[config.mk]
export PLATFORM = sky130hd
export DESIGN_NAME = image_header_density_parser_unit
export DESIGN_NICKNAME = d
export VERILOG_FILES = /design/src/rtl/ihdp_pkg.sv /design/src/rtl/ihdp_conv.sv /design/src/rtl/image_header_density_parser_unit.sv
export SDC_FILE = /design/constraint.sdc
export NUM_CORES = 2
export LEC_CHECK = 0
export CAP_MARGIN = 20
export CORE_ASPECT_RATIO = 0.9
export CORE_UTILIZATION = 50
export CTS_CLUSTER_DIAMETER = 30
export DETAILED_ROUTE_END_ITERATION = 8
export DONT_BUFFER_PORTS = 1
export SLEW_MARGIN = 20
export SYNTH_ARGS = -nofsm -noshare
export SYNTH_HDL_FRONTEND = slang
export SYNTH_SLANG_ARGS = --single-unit
[constraint.sdc]
create_clock -name i_clk -period 55 [get_ports i_clk]
set_clock_uncertainty 0.05 [all_clocks]
set_input_delay 11 -clock i_clk [delete_from_list [all_inputs] [get_ports i_clk]]
set_output_delay 11 -clock i_clk [all_outputs]
set_load 0.005 [all_outputs]
[src/rtl/ihdp_pkg.sv]
// Package: phase codes, tags and constants for the image header density parser.
package ihdp_pkg;
    localparam int OFFSET_BITS = 32;
    localparam logic [OFFSET_BITS-1:0] OFF_MAX = '1;

    typedef enum logic [4:0] {
        PH_SIG_START = 5'd0,
        PH_SIG_PNG   = 5'd1,
        PH_SIG_JPG   = 5'd2,
        PH_SIG_BMP   = 5'd3,
        PH_PNG_LEN   = 5'd4,
        PH_PNG_TYPE  = 5'd5,
        PH_PNG_DATA  = 5'd6,
        PH_PNG_CRC   = 5'd7,
        PH_JPG_FF    = 5'd8,
        PH_JPG_MARK  = 5'd9,
        PH_JPG_LEN   = 5'd10,
        PH_JPG_DATA  = 5'd11,
        PH_BMP_BODY  = 5'd12,
        PH_DONE      = 5'd13
    } t_phase;

    localparam logic [1:0] KIND_NONE = 2'd0;
    localparam logic [1:0] KIND_PNG  = 2'd1;
    localparam logic [1:0] KIND_JPG  = 2'd2;
    localparam logic [1:0] KIND_BMP  = 2'd3;

    localparam logic [31:0] TAG_PHYS = 32'h7048_5973;
    localparam logic [31:0] TAG_IDAT = 32'h4944_4154;
    localparam logic [31:0] TAG_IEND = 32'h4945_4E44;

    localparam logic [7:0] MK_SOI  = 8'hD8;
    localparam logic [7:0] MK_SOS  = 8'hDA;
    localparam logic [7:0] MK_EOI  = 8'hD9;
    localparam logic [7:0] MK_APP0 = 8'hE0;
    localparam logic [7:0] MK_TEM  = 8'h01;
    localparam logic [7:0] MK_RST0 = 8'hD0;
    localparam logic [7:0] MK_RST7 = 8'hD7;

    localparam logic [7:0] UNIT_INCH = 8'd1;
    localparam logic [7:0] UNIT_CM   = 8'd2;

    function automatic logic [7:0] png_sig(input logic [2:0] i);
        case (i)
            3'd0: png_sig = 8'h89;
            3'd1: png_sig = 8'h50;
            3'd2: png_sig = 8'h4E;
            3'd3: png_sig = 8'h47;
            3'd4: png_sig = 8'h0D;
            3'd5: png_sig = 8'h0A;
            3'd6: png_sig = 8'h1A;
            default: png_sig = 8'h0A;
        endcase
    endfunction

    function automatic logic [7:0] jfif_id(input logic [2:0] i);
        case (i)
            3'd0: jfif_id = 8'h4A;
            3'd1: jfif_id = 8'h46;
            3'd2: jfif_id = 8'h49;
            3'd3: jfif_id = 8'h46;
            default: jfif_id = 8'h00;
        endcase
    endfunction
endpackage

[src/rtl/ihdp_conv.sv]
// Density conversion: JFIF inch/cm values to Q8 pixels per meter; products registered, divide combinational.
module ihdp_conv (
    input  logic        i_clk,
    input  logic        i_en,
    input  logic [7:0]  i_unit,
    input  logic [15:0] i_x,
    input  logic [15:0] i_y,
    output logic [39:0] o_x,
    output logic [39:0] o_y
);
    import ihdp_pkg::*;

    // floor(d*1280000/127) = d*10078 + floor(d*94/127)
    logic [36:0] r_px, r_py;
    logic [22:0] r_rx, r_ry;
    logic        r_inch;
    logic [36:0] n_px, n_py;
    logic [22:0] n_rx, n_ry;

    always_comb begin
        if (i_unit == UNIT_INCH) begin
            n_px = 37'(i_x) * 37'd10078;
            n_py = 37'(i_y) * 37'd10078;
        end else begin
            n_px = 37'(i_x) * 37'd25600;
            n_py = 37'(i_y) * 37'd25600;
        end
        n_rx = 23'(i_x) * 23'd94;
        n_ry = 23'(i_y) * 23'd94;
    end

    always_ff @(posedge i_clk) begin
        if (i_en) begin
            r_px   <= n_px;
            r_py   <= n_py;
            r_rx   <= n_rx;
            r_ry   <= n_ry;
            r_inch <= (i_unit == UNIT_INCH);
        end
    end

    // divide by 127: q = (x * m) >> 30 with m = ceil(2^30/127), exact for x < 2^23
    function automatic logic [15:0] div127(input logic [22:0] x);
        logic [47:0] t;
        t = 48'(x) * 48'd8454661;
        div127 = 16'(t >> 30);
    endfunction

    assign o_x = r_inch ? 40'(r_px) + 40'(div127(r_rx)) : 40'(r_px);
    assign o_y = r_inch ? 40'(r_py) + 40'(div127(r_ry)) : 40'(r_py);
endmodule

[src/rtl/image_header_density_parser_unit.sv]
// Top level of the image header density parser.
// Takes one byte per cycle (every cycle if desired) while o_stall is low and after the byte marked
// last gives one result: found flag, source kind (PNG pHYs, JPEG JFIF, BMP) and X/Y density in pixels
// per meter, unsigned Q32.8. The byte parser updates its state once per byte; the result passes
// through the s1 and s2 registers (the JFIF unit conversion runs alongside them) into an output
// register, where it is held until taken. Afterwards the parser is back in reset state.
module image_header_density_parser_unit (
    input  logic        i_clk,
    input  logic        i_rst_n,
    input  logic        i_valid,
    output logic        o_stall,
    input  logic [7:0]  i_data_byte,
    input  logic        i_last_byte,
    output logic        o_valid,
    input  logic        i_stall,
    output logic        o_found,
    output logic [1:0]  o_source_kind,
    output logic [39:0] o_x_density_q8,
    output logic [39:0] o_y_density_q8
);
    import ihdp_pkg::*;

    t_phase                 r_phase, n_phase;
    logic [OFFSET_BITS-1:0] r_off, n_off;
    logic [31:0]            r_len, n_len, r_rem, n_rem, r_tag, n_tag, r_fa, n_fa, r_fb, n_fb;
    logic [7:0]             r_unit, n_unit;
    logic                   r_hv, n_hv;
    logic [1:0]             r_hk, n_hk;
    logic [39:0]            r_hx, n_hx, r_hy, n_hy;
    logic                   jdone_ok;

    // pipeline: s1 (byte stage done, conversion started), s2 (conversion done), out register
    logic        r_s1_v, r_s2_v, r_o_v;
    logic        r_s1_found, r_s2_found;
    logic [1:0]  r_s1_kind, r_s2_kind;
    logic        r_s1_conv, r_s2_conv;
    logic [39:0] r_s1_x, r_s1_y, r_s2_x, r_s2_y;
    logic        n_fin_v, n_fin_found;
    logic [1:0]  n_fin_kind;
    logic [7:0]  n_cunit;
    logic [15:0] n_cx, n_cy;
    logic [39:0] cv_x, cv_y;
    logic        adv;
    logic        acc;
    logic [31:0] k;
    logic [7:0]  b;

    // pipeline moves whenever output register is free or being taken
    assign adv     = !r_o_v || !i_stall;
    assign o_stall = !adv;
    assign acc     = i_valid && adv;
    assign b       = i_data_byte;

    always_comb begin
        n_phase = r_phase; n_len = r_len; n_rem = r_rem; n_tag = r_tag;
        n_fa = r_fa; n_fb = r_fb; n_unit = r_unit;
        n_hv = r_hv; n_hk = r_hk; n_hx = r_hx; n_hy = r_hy;
        n_cunit = r_unit; n_cx = r_fa[15:0]; n_cy = r_fb[15:0];
        n_off = (r_off < OFF_MAX) ? r_off + 1'b1 : r_off;
        k = 32'd0;
        jdone_ok = 1'b0;
        case (r_phase)
            PH_SIG_START: begin
                if (b == 8'h89) n_phase = PH_SIG_PNG;
                else if (b == 8'hFF) n_phase = PH_SIG_JPG;
                else if (b == 8'h42) n_phase = PH_SIG_BMP;
                else n_phase = PH_DONE;
            end
            PH_SIG_PNG: begin
                if (r_off > 7 || b != png_sig(r_off[2:0])) n_phase = PH_DONE;
                else if (r_off == 7) begin
                    n_phase = PH_PNG_LEN; n_rem = 32'd4; n_len = 32'd0;
                end
            end
            PH_SIG_JPG: n_phase = (b == MK_SOI) ? PH_JPG_FF : PH_DONE;
            PH_SIG_BMP: begin
                if (b == 8'h4D) begin
                    n_phase = PH_BMP_BODY; n_len = 32'd0;
                end else n_phase = PH_DONE;
            end
            PH_PNG_LEN: begin
                n_len = {r_len[23:0], b};
                n_rem = r_rem - 1'b1;
                if (n_rem == 0) begin
                    n_phase = PH_PNG_TYPE; n_rem = 32'd4; n_tag = 32'd0;
                end
            end
            PH_PNG_TYPE: begin
                n_tag = {r_tag[23:0], b};
                n_rem = r_rem - 1'b1;
                if (n_rem == 0) begin
                    n_fa = 32'd0; n_fb = 32'd0; n_unit = 8'd0;
                    if (r_len == 0) begin
                        n_phase = PH_PNG_CRC; n_rem = 32'd4;
                    end else begin
                        n_phase = PH_PNG_DATA; n_rem = r_len;
                    end
                end
            end
            PH_PNG_DATA: begin
                k = r_len - r_rem;
                if (k < 4) n_fa = {r_fa[23:0], b};
                else if (k < 8) n_fb = {r_fb[23:0], b};
                else if (k == 8) n_unit = b;
                n_rem = r_rem - 1'b1;
                if (n_rem == 0) begin
                    n_phase = PH_PNG_CRC; n_rem = 32'd4;
                end
            end
            PH_PNG_CRC: begin
                n_rem = r_rem - 1'b1;
                if (n_rem == 0) begin
                    if (r_tag == TAG_PHYS && r_len >= 9 && r_unit == 8'd1) begin
                        n_hv = 1'b1; n_hk = KIND_PNG;
                        n_hx = {r_fa, 8'd0}; n_hy = {r_fb, 8'd0};
                        n_phase = PH_DONE;
                    end else if (r_tag == TAG_IDAT || r_tag == TAG_IEND) begin
                        n_phase = PH_DONE;
                    end else begin
                        n_phase = PH_PNG_LEN; n_rem = 32'd4; n_len = 32'd0;
                    end
                end
            end
            PH_JPG_FF: n_phase = (b == 8'hFF) ? PH_JPG_MARK : PH_DONE;
            PH_JPG_MARK: begin
                if (b == MK_SOI || b == MK_TEM || (b >= MK_RST0 && b <= MK_RST7))
                    n_phase = PH_JPG_FF;
                else if (b == MK_SOS || b == MK_EOI) n_phase = PH_DONE;
                else begin
                    n_tag = {24'd0, b}; n_len = 32'd0; n_rem = 32'd2; n_phase = PH_JPG_LEN;
                end
            end
            PH_JPG_LEN: begin
                n_len = {r_len[23:0], b};
                n_rem = r_rem - 1'b1;
                if (n_rem == 0) begin
                    if (n_len < 2) n_phase = PH_DONE;
                    else begin
                        n_fa = 32'd0; n_fb = 32'd0; n_unit = 8'd0;
                        n_rem = n_len - 32'd2;
                        // empty segment: fields are zero, never a valid JFIF
                        n_phase = (n_rem == 0) ? PH_JPG_FF : PH_JPG_DATA;
                    end
                end
            end
            PH_JPG_DATA: begin
                k = (r_len - 32'd2) - r_rem;
                if (k < 5) begin
                    if (b != jfif_id(k[2:0])) n_tag = r_tag | 32'h100;
                end else if (k == 7) n_unit = b;
                else if (k == 8 || k == 9) n_fa = {16'd0, r_fa[7:0], b};
                else if (k == 10 || k == 11) n_fb = {16'd0, r_fb[7:0], b};
                n_rem = r_rem - 1'b1;
                if (n_rem == 0) begin
                    n_phase = PH_JPG_FF;
                    jdone_ok = (n_tag[7:0] == MK_APP0) && !n_tag[8] && r_len >= 14
                               && (n_unit == UNIT_INCH || n_unit == UNIT_CM);
                    if (jdone_ok) begin
                        // value computed in the conversion unit; held slot marks it
                        n_hv = 1'b1; n_hk = KIND_JPG;
                        n_cunit = n_unit; n_cx = n_fa[15:0]; n_cy = n_fb[15:0];
                    end
                end
            end
            PH_BMP_BODY: begin
                if (r_off >= 14 && r_off <= 17)
                    n_len = r_len | (32'(b) << {r_off[1:0] - 2'd2, 3'd0});
                else if (r_off >= 38 && r_off <= 41)
                    n_fa = r_fa | (32'(b) << {r_off[1:0] - 2'd2, 3'd0});
                else if (r_off >= 42 && r_off <= 45)
                    n_fb = r_fb | (32'(b) << {r_off[1:0] - 2'd2, 3'd0});
                if (r_off == 45) begin
                    if (r_len >= 40 && n_fa != 0 && !n_fa[31] && n_fb != 0 && !n_fb[31]) begin
                        n_hv = 1'b1; n_hk = KIND_BMP;
                        n_hx = {n_fa, 8'd0}; n_hy = {n_fb, 8'd0};
                    end
                    n_phase = PH_DONE;
                end
            end
            default: n_phase = PH_DONE;
        endcase
        n_fin_v     = i_last_byte;
        n_fin_found = n_hv;
        n_fin_kind  = n_hv ? n_hk : KIND_NONE;
    end

    // latest JFIF inputs kept for conversion at end of file
    logic [7:0]  r_cunit;
    logic [15:0] r_cx, r_cy;
    logic [7:0]  sel_unit;
    logic [15:0] sel_x, sel_y;
    assign sel_unit = (acc && jdone_ok) ? n_cunit : r_cunit;
    assign sel_x    = (acc && jdone_ok) ? n_cx : r_cx;
    assign sel_y    = (acc && jdone_ok) ? n_cy : r_cy;

    ihdp_conv u_conv (
        .i_clk  (i_clk),
        .i_en   (adv),
        .i_unit (sel_unit),
        .i_x    (sel_x),
        .i_y    (sel_y),
        .o_x    (cv_x),
        .o_y    (cv_y)
    );

    always_ff @(posedge i_clk) begin
        if (!i_rst_n) begin
            r_phase <= PH_SIG_START; r_off <= '0; r_len <= '0; r_rem <= '0; r_tag <= '0;
            r_fa <= '0; r_fb <= '0; r_unit <= '0; r_hv <= 1'b0; r_hk <= KIND_NONE;
            r_hx <= '0; r_hy <= '0; r_cunit <= '0; r_cx <= '0; r_cy <= '0;
            r_s1_v <= 1'b0; r_s2_v <= 1'b0; r_o_v <= 1'b0;
        end else begin
            if (acc) begin
                if (i_last_byte) begin
                    r_phase <= PH_SIG_START; r_off <= '0; r_len <= '0; r_rem <= '0;
                    r_tag <= '0; r_fa <= '0; r_fb <= '0; r_unit <= '0; r_hv <= 1'b0;
                    r_hk <= KIND_NONE; r_hx <= '0; r_hy <= '0;
                end else begin
                    r_phase <= n_phase; r_off <= n_off; r_len <= n_len; r_rem <= n_rem;
                    r_tag <= n_tag; r_fa <= n_fa; r_fb <= n_fb; r_unit <= n_unit;
                    r_hv <= n_hv; r_hk <= n_hk; r_hx <= n_hx; r_hy <= n_hy;
                end
                if (jdone_ok) begin
                    r_cunit <= n_cunit; r_cx <= n_cx; r_cy <= n_cy;
                end
            end
            if (adv) begin
                r_s1_v <= acc && n_fin_v;
                r_s2_v <= r_s1_v;
                r_o_v  <= r_s2_v;
            end
        end
    end

    always_ff @(posedge i_clk) begin
        if (adv) begin
            r_s1_found <= n_fin_found;
            r_s1_kind  <= n_fin_kind;
            r_s1_conv  <= n_fin_found && n_hk == KIND_JPG;
            r_s1_x     <= n_hv ? n_hx : 40'd0;
            r_s1_y     <= n_hv ? n_hy : 40'd0;
            r_s2_found <= r_s1_found;
            r_s2_kind  <= r_s1_kind;
            r_s2_conv  <= r_s1_conv;
            r_s2_x     <= r_s1_x;
            r_s2_y     <= r_s1_y;
            o_found        <= r_s2_found;
            o_source_kind  <= r_s2_kind;
            o_x_density_q8 <= r_s2_conv ? cv_x : r_s2_x;
            o_y_density_q8 <= r_s2_conv ? cv_y : r_s2_y;
        end
    end

    assign o_valid = r_o_v;
endmodule

# [After elaboration in Yosys (flattened, before gate mapping)]
# Cells that the tools add are included.
[word_totals] reg_bits=701 output_inout_bits=85 inputBits=13 elab_cells=365
[classes] mux=146 n_reduce_logical=62 n_mul=8 n_eq_ne=75 n_addsub=9 n_lt_le_gt_ge=17 n_shift=1 bitwise=3
[ops] op="32-bit 2-to-1 mux" count=50
[ops] op="40-bit 2-to-1 mux" count=14
[ops] op="32-bit case mux with 5 select lines" count=2
[ops] op="32-bit case mux with 7 select lines" count=1
[ops] op="32-bit case mux with 6 select lines" count=1
[ops] op="32-bit by 4-bit == test with 1-bit output, second input constant" count=5
[ops] op="40-bit case mux with 2 select lines" count=2
[ops] op="8-bit 2-to-1 mux" count=17
[ops] op="16-bit 2-to-1 mux" count=8
[ops] op="32-bit case mux with 4 select lines" count=1
[ops] op="32-bit by 31-bit == test with 1-bit output, second input constant" count=3
[ops] op="32-bit by 4-bit greater-or-equal comparator with 1-bit output, second input constant" count=3
[ops] op="32-bit by 6-bit greater-or-equal comparator with 1-bit output, second input constant" count=3
[ops] op="32-bit zero test" count=3
[ops] op="32-bit bitwise OR" count=3
[ops] op="22-bit by 24-bit multiplier with 45-bit output, second input constant" count=2
[ops] op="3-bit != test, second input constant" count=26
[ops] op="37-bit by 16-bit adder with 38-bit output" count=2
[ops] op="5-bit case mux with 13 select lines" count=1
[ops] op="32-bit by 3-bit == test with 1-bit output, second input constant" count=2
[ops] op="32-bit by 6-bit <= comparator with 1-bit output, second input constant" count=2
[ops] op="32-bit by 3-bit less-than comparator with 1-bit output, second input constant" count=2
[ops] op="32-bit nonzero test" count=2
[ops] op="32-bit by 2-bit subtractor with 32-bit output, second input constant" count=2
[ops] op="62 further kinds" count=164

# [Depth between registers and ports, before layout]
[logic_depth] word_depth=21 mapped_depth=43 depth_no_buf=39

# [Cells and area by module]
# A second synthesis with hierarchy kept.
[unflattened] hier_cells=6497 area_unflattened_um2=60176.5
[modules_own_cells] module="image_header_density_parser_unit" cells_per_inst=3662 seq_area_each_um2=14143.6 area_each_um2=32693.9 instances=1
[modules_own_cells] module="ihdp_conv" cells_per_inst=2835 seq_area_each_um2=3153.0 area_each_um2=27482.6 instances=1

# [Worst setup path before layout]
# Ideal clock, no wire load.
[synth_path] path_kind="input-to-output" from="input port i_stall" to="output port o_stall" stages=2 t_required_ns=43.950 n_path_buf=0 setup_slack_ns=24.485 arrival_ns=19.465 path_cell_list="nand2_1 -> inv_1"
[synth_between] elab_chain_cells=3
[synth_lines] element="start: declaration" line="image_header_density_parser_unit.sv:15" rtl="input logic i_stall,"
[synth_lines] element="1-bit zero test" line="image_header_density_parser_unit.sv:49" rtl="assign adv = !r_o_v || !i_stall;"
[synth_lines] element="1-bit logical OR" line="image_header_density_parser_unit.sv:49"
[synth_lines] element="1-bit zero test" line="image_header_density_parser_unit.sv:50" rtl="assign o_stall = !adv;"
[synth_lines] element="end: declaration" line="image_header_density_parser_unit.sv:11" rtl="output logic o_stall,"
# No other way between the ends.

# [Worst setup path in the final report]
# Same ends and word-level chain as after synthesis.

==> out/results.ini <==
[pwr]
irDropWorstVdd_mv = 0.02915
p_leak_nw = 31.80
pwr_density_cell_nw_per_um2 = 25.17

[placed_design]
place_hpwl_um = 125400
port_buffers = 0
dpl_cell_area_um2 = 61270
gp_congestion = 0.9531
place_inst = 8012

[synthesis]
synthDominantCellAreaShare = 0.1786
synth_most_common_cell = inv_1
syn_nets = 7775
yosys.area.top_type = edfxtp_1
yosys-top-cells-area = edfxtp_1 18%, ha_1 17%, dfxtp_1 11%
ys_warn_count = 0
synth.distinct_cells = 101
syn_area_per_cell_um2 = 8.996
synth_area_um2 = 59850
synth_common_cells = 843 x inv_1, 820 x ha_1, 555 x nand2_1
synth_edf_count = 356
synth_ff_type = edfxtp_1
synth_seq_cells = 686
syn_inst = 6653
ys_seq_area_frac = 0.2890
async_flop_share = 0

[clock_tree]
cts_tree = yes
cts_resized = 0
path_clk_slew_ps = 50
clock_sinks = 686
postCtsSetupBuffers = 0
postCtsHoldBufs = 0
insertion_delay_ps = 780
clockBufferDepth = 3
root_buffer = clkbuf_16
cts_buffers = 154
htreeDepth = 4

[setup_path]
worstPathArrival_ps = 11650
required_ps = 43950
worst_r2r_endpoint = u_conv.r_px[29]
path_buf_inv = 1
rr_startpoint = r_len[19]
end_kind = output pin
cp_slowest_cell = nand2_4
cpPeakStageDelay_ps = 430
r2r_cells = 34
startpoint_type = input port
cp_max_fo = 38
crit_chain = nand2_4 > inv_1
worstSetupPathType = input port to output pin
cp_top_family = simple AND/OR/NAND/NOR gates
reg2reg_slack_ps = 41990

[sta]
finalMaxSlewViolations = 0
min_period_over_period = 0.4127
holdWs_ps = 359.6
setup_tns_ps = 0
clock.fmax_ghz = 0.04406
hold_viol = 0
rsz0062_at_grt = no
min_period_ps = 22700
finalSetupViolations = 0
tightest_slew_ps = 1136
slew_headroom = 0.2373

[detailed_routing]
vias = 48360
routed_via_density = 5.829
avgRoutedWirePerCell_um = 20.52
first_pass_iters = 6
totalWireLength_um = 170300
drt_iter0_markers = 3844
ant_nets = 0
drc_errors = 0

[min_path]
holdPathStages = 0
hold_class = register to register
min_from = r_s1_found
whs_endpoint = r_s2_found

[floorplanning]
io_pins = 98
die_h_um = 330.2
start_util = 0.5040
die_area_um2 = 121100
chipWidth_um = 366.7
placement_rows = 120
core-area_um2 = 118800

[cells_and_area]
final_area_um2 = 66760
area.growth.synth_to_final_pct = 11.54
fin_nets = 7704
layout-drive-gt1-share = 0.06647
fin_cells = 8297
postLayoutCoreUtil = 0.5621

[status]
run_status = completed

[global_routing]
grt_usage = 0.2784
grt_pass1_vias = 46770
grt_pass1_wl_um = 266300
grt_max_degree = 180
grt_overflow = 0
antenna_found_initial = 4

[job]
max_cap_violations = 0

==> cell families (layout without fill, tap and decap cells) <==
logic type | count (synthesis) | after routing | synth area share
AND/OR/NAND/NOR | 1885 | 1885 | 0.1506
flip-flops | 686 | 686 | 0.2890
AO/OA/AOI/OAI | 1406 | 1406 | 0.1520
multiplexers | 162 | 162 | 0.02782
buffers and inverters | 1137 | 1194 | 0.07321
adder cells (fa/ha/maj) | 1109 | 1109 | 0.2681
XOR/XNOR | 268 | 268 | 0.03922
other | 0 | 1 | 0
==> state kept, by name (all words and copies together) (netlist names), 40 cells and up <==
name            count
o_x_density_q8     40
o_y_density_q8     40
r_hx               40
r_hy               40
r_s1_x             40
r_s1_y             40
r_s2_x             40
r_s2_y             40
==> metrics by stage <==
step,setup WS [ps],total power [mW]
4_1_cts,32290,1.690
3_3_place_gp,32320,0.7312
6_report,32300,1.680
3_5_place_dp,32300,0.7314
5_1_grt,32250,1.734
2_1_floorplan,24480,0.6858
==> final cells by class <==
type	count	area, um^2
Inverter	849	3189
Multi-Input combinational cell	4830	38320
Fill cell	10660	52000
Sequential cell	686	17300
Antenna cell	1	2.502
Clock buffer	183	4139
Timing Repair Buffer	61	483.0
Tap cell	1586	1984
Clock inverter	101	1343
==> per-layer routing <==
metal | part of all wire | GRT usage | routed length, um
met1 | 0.47 | 0.3976 | 79680
met2 | 0.44 | 0.4342 | 75070
met5 | 0 | 0 | 0
met4 | 0.026 | 0.08714 | 4353
met3 | 0.065 | 0.03995 | 11150
==> cells in the final DEF, fill, tap and decap left out, drive strengths merged, types with 54 or more instances in the layout <==
cell type,count
fa,289
nand4,75
nor2,514
edfxtp,356
ha,820
nor2b,61
inv,858
buf,61
a22oi,100
dfxtp,330
o21a,54
nand2,556
o21ai,260
nand3,149
xnor2,191
a21o,64
xor2,77
mux2i,130
nor4,62
and2,64
clkbuf,183
nor3,152
a21oi,473
and3,74
a211oi,59
==> worst max path at each step <==
stage	startpoint	end	slack [ps]	depth (start not counted)
after floorplan	i_stall	o_stall	24480	2
after global placement	i_stall	o_stall	32320	2
after detailed placement	i_stall	o_stall	32300	2
after CTS	i_stall	o_stall	32290	2
after global routing	i_stall	o_stall	32250	2
final	i_stall	o_stall	32300	2
==> where the power goes <==
group	leakage, nW	switching (mW)	internal, mW
Clock	2.59	0.321	0.633
Sequential	7.00	0.0101	0.546
Combinational	22.2	0.110	0.0603
Power figures use the tool's default switching activity.
